**src/rtl/multi_table_swap_remove_set_assert.svh**
```systemverilog
// assertion macros for the swap-remove set block
`ifndef MULTI_TABLE_SWAP_REMOVE_SET_ASSERT_SVH
`define MULTI_TABLE_SWAP_REMOVE_SET_ASSERT_SVH

`ifndef NO_ASSERTIONS
`define MTSRS_ASSERT(lbl, prop) \
  lbl: assert property (@(posedge clk_i) disable iff (!rst_ni) prop) \
    else $error("mtsrs: property failed");
`define MTSRS_ASSERT_RST(lbl, prop) \
  lbl: assert property (@(posedge clk_i) prop) \
    else $error("mtsrs: reset property failed");
`else
`define MTSRS_ASSERT(lbl, prop)
`define MTSRS_ASSERT_RST(lbl, prop)
`endif

`endif

```
**src/rtl/mtsrs_ram.sv**
```systemverilog
// generic simple dual-port ram with registered read
module mtsrs_ram #(
  parameter int unsigned WIDTH = 8,
  parameter int unsigned DEPTH = 16
) (
  input  logic                     clk_i,
  input  logic                     we_i,
  input  logic [$clog2(DEPTH)-1:0] waddr_i,
  input  logic [WIDTH-1:0]         wdata_i,
  input  logic                     re_i,
  input  logic [$clog2(DEPTH)-1:0] raddr_i,
  output logic [WIDTH-1:0]         rdata_o
);

  logic [WIDTH-1:0] mem_q [DEPTH];
  logic [WIDTH-1:0] rdata_q;

  always_ff @(posedge clk_i) begin
    if (we_i) begin
      mem_q[waddr_i] <= wdata_i;
    end
    if (re_i) begin
      rdata_q <= mem_q[raddr_i];
    end
  end

  assign rdata_o = rdata_q;

endmodule

```
**config.mk**
```make
export PLATFORM = sky130hd
export DESIGN_NAME = mtsrs_ram
export DESIGN_NICKNAME = d
export VERILOG_FILES = /design/src/rtl/multi_table_swap_remove_set_assert.svh /design/src/rtl/mtsrs_ram.sv
export SDC_FILE = /design/constraint.sdc
export NUM_CORES = 1
export LEC_CHECK = 0
export ABC_AREA = 0
export BUFFER_PORTS_ARGS = -buffer_cell sky130_fd_sc_hd__buf_2
export CAP_MARGIN = 10
export CORE_ASPECT_RATIO = 0.75
export CORE_MARGIN = 2
export CORE_UTILIZATION = 44
export DETAILED_ROUTE_END_ITERATION = 6
export GPL_ROUTABILITY_DRIVEN = 1
export PLACE_DENSITY_LB_ADDON = 0.3
export REMOVE_ABC_BUFFERS = 1
export SKIP_LAST_GASP = 1
export SLEW_MARGIN = 5
export SYNTH_ARGS = -nofsm -noshare
export SYNTH_HDL_FRONTEND = slang
export SYNTH_SLANG_ARGS = --single-unit
```
**constraint.sdc**
```tcl
create_clock -name clk_i -period 3.74 [get_ports clk_i]
set_input_delay 0.374 -clock clk_i [delete_from_list [all_inputs] [get_ports clk_i]]
set_output_delay 0.374 -clock clk_i [all_outputs]
set_load 0.005 [all_outputs]
```
# == After elaboration in Yosys (flattened, before gate mapping) ==
# Memories as Yosys holds them, arrays and structs flattened. A register that Yosys moved wholly into a read port is not among the register bits.
# Cells that the tools add are included.
# totals
reg_bits,0
ram_bits,128
inputBits,19
output_inout_bits,8
n_memories,1
# mem_list
name,words,word_bits,read_ports,rd_clocked_by_memory_dff,write_ports,line_no,source
mem_q,16,8,1,1,1,mtsrs_ram.sv:15,logic [WIDTH-1:0] mem_q [DEPTH];
# classes
mux,2
# op_table
operator,n
1-bit two-way mux,2

# == Logic depth before layout (Yosys ltp) ==
# Gate-level depths: netlist of run 1.
# depth
ltp_word,2
ltp_mapped,5
ltp_nobuf,3

# == Least setup slack after synthesis of run 1 ==
# No wires, ideal clock.
# synth_path
kind,input-to-reg
startpoint,input port waddr_i[2]
endpoint,"memory mem_q[0][0], enable pin"
setup_time_ns,0.383
arrival_time_ns,1.484
required_time_ns,3.357
slack_ns,1.873
path_stages,2
n_path_buf,0
cell_sequence,or3b_2 > nor3_1
# synth_lines
item,line_no,source
"start, declared",mtsrs_ram.sv:8,"input logic [$clog2(DEPTH)-1:0] waddr_i,"
"end, declared",mtsrs_ram.sv:15,
# Straight into the memory's write port.

==> results of run 1 <==
## final timing paths
path,endpoint,depth (start not counted),from,slack (ns)
worst max-delay path,rdata_o[1],5,raddr_i[0],1.87
worst min-delay path,rdata_o[6],1,re_i,0.33
worst max register to register,rdata_o[1],3,mem_q[9][1],2.22
worst min register to register,rdata_o[5],3,mem_q[11][5],0.76
## metal layers
layer / vias to the layer above / track usage [%] / share of wire [%] / wire length [um]
li1: 1060 / - / - / -
met1: 1231 / 29.5 / 47 / 4890
met2: 88 / 21.8 / 42 / 4320
met3: 9 / 5.81 / 10 / 1050
met4: 2 / 5.46 / 0.68 / 70
met5: - / 0 / 0.13 / 13
## state kept, by name (all words and copies together), names as in the netlist
name,cells
rdata_o,8
mem_q,128
## per-stage QoR
| step | worst slack, ns | util, % | area (um2) | cells |
|---|---|---|---|---|
| floorplan | 1.87 | - | 5140 | 219 |
| global placement | 1.47 | 47.6 | 5510 | 412 |
| detailed placement | 1.45 | 47.6 | 5510 | 412 |
| CTS | 1.85 | 52.1 | 6030 | 443 |
| global route | 1.76 | 52.2 | 6030 | 444 |
| finish | 1.87 | 52.2 | 6030 | 444 |
## cell usage in the layout (no fill, tap or decap), drive strengths merged
cell type  Yosys  final
nand3b         2      2
or3b           1      1
nand3          1      1
a22oi         16     16
nand2          9      9
bufinv         0      1
and2b          1      1
nand2b         2      2
edfxtp       136    136
clkinv         0      9
and2           1      1
diode          0      1
nor2          13     13
clkinvlp       0      1
buf            7     31
nor2b          1      1
mux4          32     32
nor3           4      4
clkbuf         0     20
## worst register-to-register path: stages (launching register included)
cell      delay, ns
edfxtp_1       0.36
mux4_1         0.56
a22oi_1        0.25
nand2_1        0.08
## kinds of logic after synthesis
logic type             count (synthesis)
buffers and inverters                 10
multiplexers                          32
flip-flops                           136
AO/OA/AOI/OAI                         16
AND/OR/NAND/NOR                       35
## power by group through the flow
stage / Clock [mW] / Combinational (mW) / Sequential [mW]
6_report: 1.47 / 0.156 / 1.73
5_1_grt: 1.56 / 0.170 / 1.73
4_1_cts: 1.49 / 0.158 / 1.73
3_5_place_dp: 0 / 0.158 / 1.76
3_3_place_gp: 0 / 0.155 / 1.76
2_1_floorplan: 0 / 0.0685 / 1.76
## area by class of cell
cell class | count | area (um2) | share of cell area [%]
antenna | 1 | 2.50 | 0.0415
clock buffer | 20 | 437 | 7.24
multi-input combinational | 83 | 1060 | 17.5
clock inverter | 11 | 83.8 | 1.39
sequential | 136 | 4080 | 67.7
tap | 162 | 203 | 3.36
timing repair buffer | 31 | 168 | 2.78
==> summary.md, run 1 <==
| Metric | Value |
|---|---|
| Status | `finished, final reports clean` |
| Tot Pwr | `3.36 mW` |
| Top-count cell post-synth | `edfxtp_1` |
| Critical path buffers and inverters | `2` |
| Crit start category | `input port` |
| Switching Share | `about a fifth` |
| Via count | `around 2,400` |
| Number of vias per cell | `5.38` |
| Mux contribution to synthesized area | `between 10% and 20%` |
| Combinational power share | `4.7%` |
| Avg Cell Area, Syn | `approximately 23 um2` |
| DRT iter0 DRCs | `between 300 and 400` |
| Worst path cell trace | `buf_2 > buf_4 > mux4_1 > a22oi_1 > nand2_1` |
| Count of cell types in the netlist | `18` |
| Fmax | `around 540 MHz` |
| Unrepaired setup endpoints after global routing | `false` |
| Fill cell total of the finished layout | `approximately 920` |
| # resized after CTS | `0` |
| Clk_lat worst skew | `around 0.41 ns` |
| Period minus WS final | `around 1.9 ns` |
| Seq pwr share | `51.5%` |
| # H-tree levels | `4` |
| Hold Vio Cnt, Final | `0` |
| Post-Synth Simple-Gate Area | `3.14%` |
| Post-synth top cells | `edfxtp_1 (136), mux4_2 (18), a22oi_1 (16)` |
| Post-Syn Area | `approximately 0.0052 mm2` |
| Xor/xnor share of the synthesized area | `0%` |
| Worst path arrival time | `roughly 2 ns` |
| Power share of the clock group | `a little over two fifths` |
| Main flop type after synthesis | `edfxtp_1` |
| #FFs+latches synth | `between 100 and 150` |
| Post-Synthesis Cells | `approximately 230` |
| Combinational family with the most area after synthesis | `multiplexers` |
| Initial antenna violation count | `2` |
| TritonRoute pass-1 iters | `4` |
| Synth top area share | `between 70% and 80%` |
| Root Driver | `clkbuf_16` |
| Synth Area in Compound Gates | `under 10%` |
| Largest stage delay, worst path | `0.69 ns` |
| Net Switching | `slightly below 0.7 mW` |
| Initial Util | `about 45%` |
| Worst hold path type | `in -> reg` |
| Top Ports | `27` |
| First-pass GRT wire length | `between 15,000 and 20,000 um` |
| Gr usage total | `17.7%` |
| Synth warnings | `0` |
| Post-synth EDFFs | `around 140` |
| Post-DP HPWL | `roughly 6400 um` |
| Skew final | `0.0104 ns` |
| Pin count of the biggest net entering global routing | `33` |
| Synth Area in Adders | `0%` |
| Post-synth ARST share | `0%` |
| IO buf count | `26` |
| Area of the core | `roughly 0.012 mm2` |
| Final ANT Viol Nets | `0` |
| # nets final | `approximately 290` |
| Pwr Density | `556 mW/mm2` |
| Fin. max-slew vios | `0` |
| Worst-path maximum fanout | `32` |
| Post-CTS setup buffers | `0` |
| Number of max-cap violations | `0` |
| Die Wd | `approximately 130 um` |
| Layout cells sized above 1 | `between 20% and 30%` |
| Die area | `0.0128 mm2` |
| Clock sink total | `around 140` |
| Area delta synth->final | `15.4%` |
| Post-synth top area cell | `edfxtp_1` |
| CTS tree | `yes` |
| Int Power | `~2.7 mW` |
| DRC viols | `0` |
| Seq/Total Area, Yosys | `~78%` |
| Worst slew pin tran | `approximately 0.86 ns` |
| CTS buffer count | `17` |
| Avg WL per Cell | `~23 um` |
| Crit path max-delay cell type | `mux4_1` |
| Largest cells by area after synthesis | `edfxtp_1 (78%), mux4_2 (7.8%), mux4_1 (7.0%)` |
| Post-CTS Hold Fix Bufs | `0` |
| Critical path class | `in -> reg` |
| Setup tns final | `0 ns` |
| Worst-path clk slew | `0.05 ns` |
| Max-slew headroom | `a little over two fifths` |
| Worst VDD drop | `~0.42 mV` |
| Leakage | `around 2.0 nW` |
| Crit. End Element | `flop` |
| Critical path's top delay family | `multiplexers` |
| CP required | `around 3.9 ns` |
| Die height | `approximately 98 um` |
| Total gr overflow | `0` |
| GPL Wtd Cong | `between 0.6 and 0.7` |
| Post-route clock period utilization | `around half` |
| Setup-failing EPs final | `0` |
| Min Hold Slack | `approximately 0.33 ns` |
| FP Rows | `34` |
| Max Root-Sink Buffers | `2` |
| Drt total wl | `approximately 10,000 um` |
| Vias in the first global route | `roughly 2,400` |
Note: power is estimated with default switching activity, not from simulation.
==> run 2, diff against run 1 <==
clock period = 1.6 ns   (was 3.74 ns; I/O delays follow)
==> run 2 against run 1 <==
- non-clock buffer count is 18 higher
- cell count grew 3.4%
- critical path depth shrank 2
- first-iteration DRC count decreased by 22%
- total power is 130% higher
- die area stayed put
- critical path type is now reg -> reg
- global-route usage is 0.30 points lower
==> summary.md, run 2 (synthesis results as in run 1) <==
| Metric | Value |
|---|---|
| Worst hold path type | `in -> reg` |
| R2R cell count | `3` |
| Die Wd | `between 100 and 150 um` |
| Crit path from | `mem_q[1][2]` |
| Worst-path maximum fanout | `1` |
| Avg WL per Cell | `22.0 um` |
| First-pass GRT wire length | `roughly 15,000 um` |
| Total gr overflow | `0` |
| Period minus WS final | `~1.5 ns` |
| Post-DP HPWL | `approximately 6400 um` |
| Vias in the first global route | `2,517` |
| Clk_lat worst skew | `roughly 0.41 ns` |
| CTS buffer count | `17` |
| N_diodes | `0` |
| Critical path class | `reg -> reg` |
| Drt total wl | `slightly above 10,000 um` |
| Layout cells sized above 1 | `just under 30%` |
| Post-CTS setup buffers | `0` |
| Net Switching | `~1.5 mW` |
| Post-route clock period utilization | `roughly 95%` |
| FP Rows | `34` |
| Crit start category | `flop` |
| Area delta synth->final | `18.0%` |
| Pwr Density | `roughly 1200 mW/mm2` |
| Max FFs per register | `about 130` |
| # resized after CTS | `0` |
| Status | `finished, final reports clean` |
| Worst VDD drop | `between 0.7 and 0.8 mV` |
| Largest Register | `mem_q` |
| Fin. max-slew vios | `0` |
| # H-tree levels | `4` |
| Initial antenna violation count | `0` |
| Top Ports | `27` |
| Max-slew headroom | `about half` |
| DRC viols | `0` |
| Initial Util | `45.2%` |
| Skew final | `roughly 0.012 ns` |
| Pin count of the biggest net entering global routing | `19` |
| Worst slew pin tran | `around 0.78 ns` |
| Gr usage total | `between 15 and 20%` |
| DRT iter0 DRCs | `about 270` |
| Worst-path clk slew | `0.06 ns` |
| Switching Share | `roughly a fifth` |
| Via count | `between 2,000 and 2,500` |
| R2R setup slack | `approximately 0.08 ns` |
| Area of the core | `0.0116 mm2` |
| TritonRoute pass-1 iters | `5` |
| Most common cell after layout, fill and taps aside | `edfxtp_1` |
| Setup-failing EPs final | `0` |
| CP required | `between 1.5 and 2 ns` |
| Unrepaired setup endpoints after global routing | `false` |
| # nets final | `306` |
| Fmax | `between 600 and 700 MHz` |
| Number of max-cap violations | `0` |
| Max Root-Sink Buffers | `2` |
| Reg2reg end | `rdata_o[2]` |
| Tot Pwr | `between 7 and 8 mW` |
| Hold Vio Cnt, Final | `0` |
| Die height | `a little under 100 um` |
| Combinational power share | `about 5.0%` |
| Number of vias per cell | `approximately 5.3` |
| R2r startpoint | `mem_q[1][2]` |
| Final ANT Viol Nets | `0` |
| Die area | `around 0.013 mm2` |
| Worst path arrival time | `approximately 1.7 ns` |
| Seq pwr share | `53.2%` |
| Root Driver | `clkbuf_16` |
| CTS tree | `yes` |
| Min Hold Slack | `~0.13 ns` |
| GPL Wtd Cong | `slightly below 0.7` |
| Hold depth | `1` |
| Leakage | `around 2.1 nW` |
| Post-CTS Hold Fix Bufs | `0` |
| Worst setup path end | `rdata_o[2]` |
| Power share of the clock group | `between 40% and 50%` |
| Clock sink total | `about 140` |
| IO buf count | `26` |
| Crit. End Element | `flop` |
| Int Power | `6.09 mW` |
| Fill cell total of the finished layout | `918` |
| Most frequent cells in the layout | `edfxtp_1 (136), buf_2 (26), buf_4 (19)` |
==> run 2: cell count changes in the layout (fill, tap and decap cells not counted) <==
cell        delta
buf_12         +4
buf_4         +14
bufinv_16      -1
clkinv_1       +4
clkinv_2       -3
clkinv_4       -1
clkinvlp_4     -1
diode_2        -1
==> run 2: area by class of cell <==
cell class / instances / area, um2 / area share [%]
clock inverters: 9 / 37.5 / 0.608
flip-flops and latches: 136 / 4080 / 66.2
multi-input cells: 83 / 1060 / 17.1
well taps: 162 / 203 / 3.28
clock buffers: 20 / 437 / 7.08
repair buffers: 49 / 353 / 5.72
==> run 2: per-layer routing <==
layer	wire [um]	global-route usage (%)	part of all wire, %
met1	4700	28.1	47
met2	4450	22.8	44
met3	925	5.53	9.2
met4	17	4.80	0.17
met5	0	0	0
==> run 2: critical path, stage by stage (launching register included) <==
cell and delay [ns]:
edfxtp_1 0.37, mux4_1 0.51, a22oi_1 0.31, nand2_1 0.09
==> run 2: how the worst min path moves through the flow <==
stage | startpoint | to | slack [ns]
after detailed placement | re_i | rdata_o[7] | 0.54
final | re_i | rdata_o[2] | 0.13
after CTS | re_i | rdata_o[7] | 0.12
after global routing | re_i | rdata_o[2] | 0.12
after floorplan | wdata_i[0] | mem_q[0][0] | 0.26
after global placement | re_i | rdata_o[7] | 0.55
==> run 2: stage by stage <==
stage / area [um2] / setup slack, ns / instances / TNS, ns / util (%)
after floorplan: 5140 / -0.0529 / 219 / -0.423 / -
after global placement: 5700 / -0.133 / 430 / -0.408 / 49.2
after detailed placement: 5700 / -0.128 / 430 / -0.453 / 49.2
after CTS: 6170 / 0.0938 / 459 / 0 / 53.3
after global routing: 6170 / 0.0444 / 459 / 0 / 53.3
final: 6170 / 0.0797 / 459 / 0 / 53.3
==> run 2: power groups by stage <==
stage	registers [mW]	logic, mW	clock network (mW)
floorplan	4.10	0.160	0
global placement	4.11	0.377	0
detailed placement	4.11	0.386	0
CTS	4.04	0.387	3.24
global route	4.04	0.417	3.41
finish	4.04	0.382	3.18
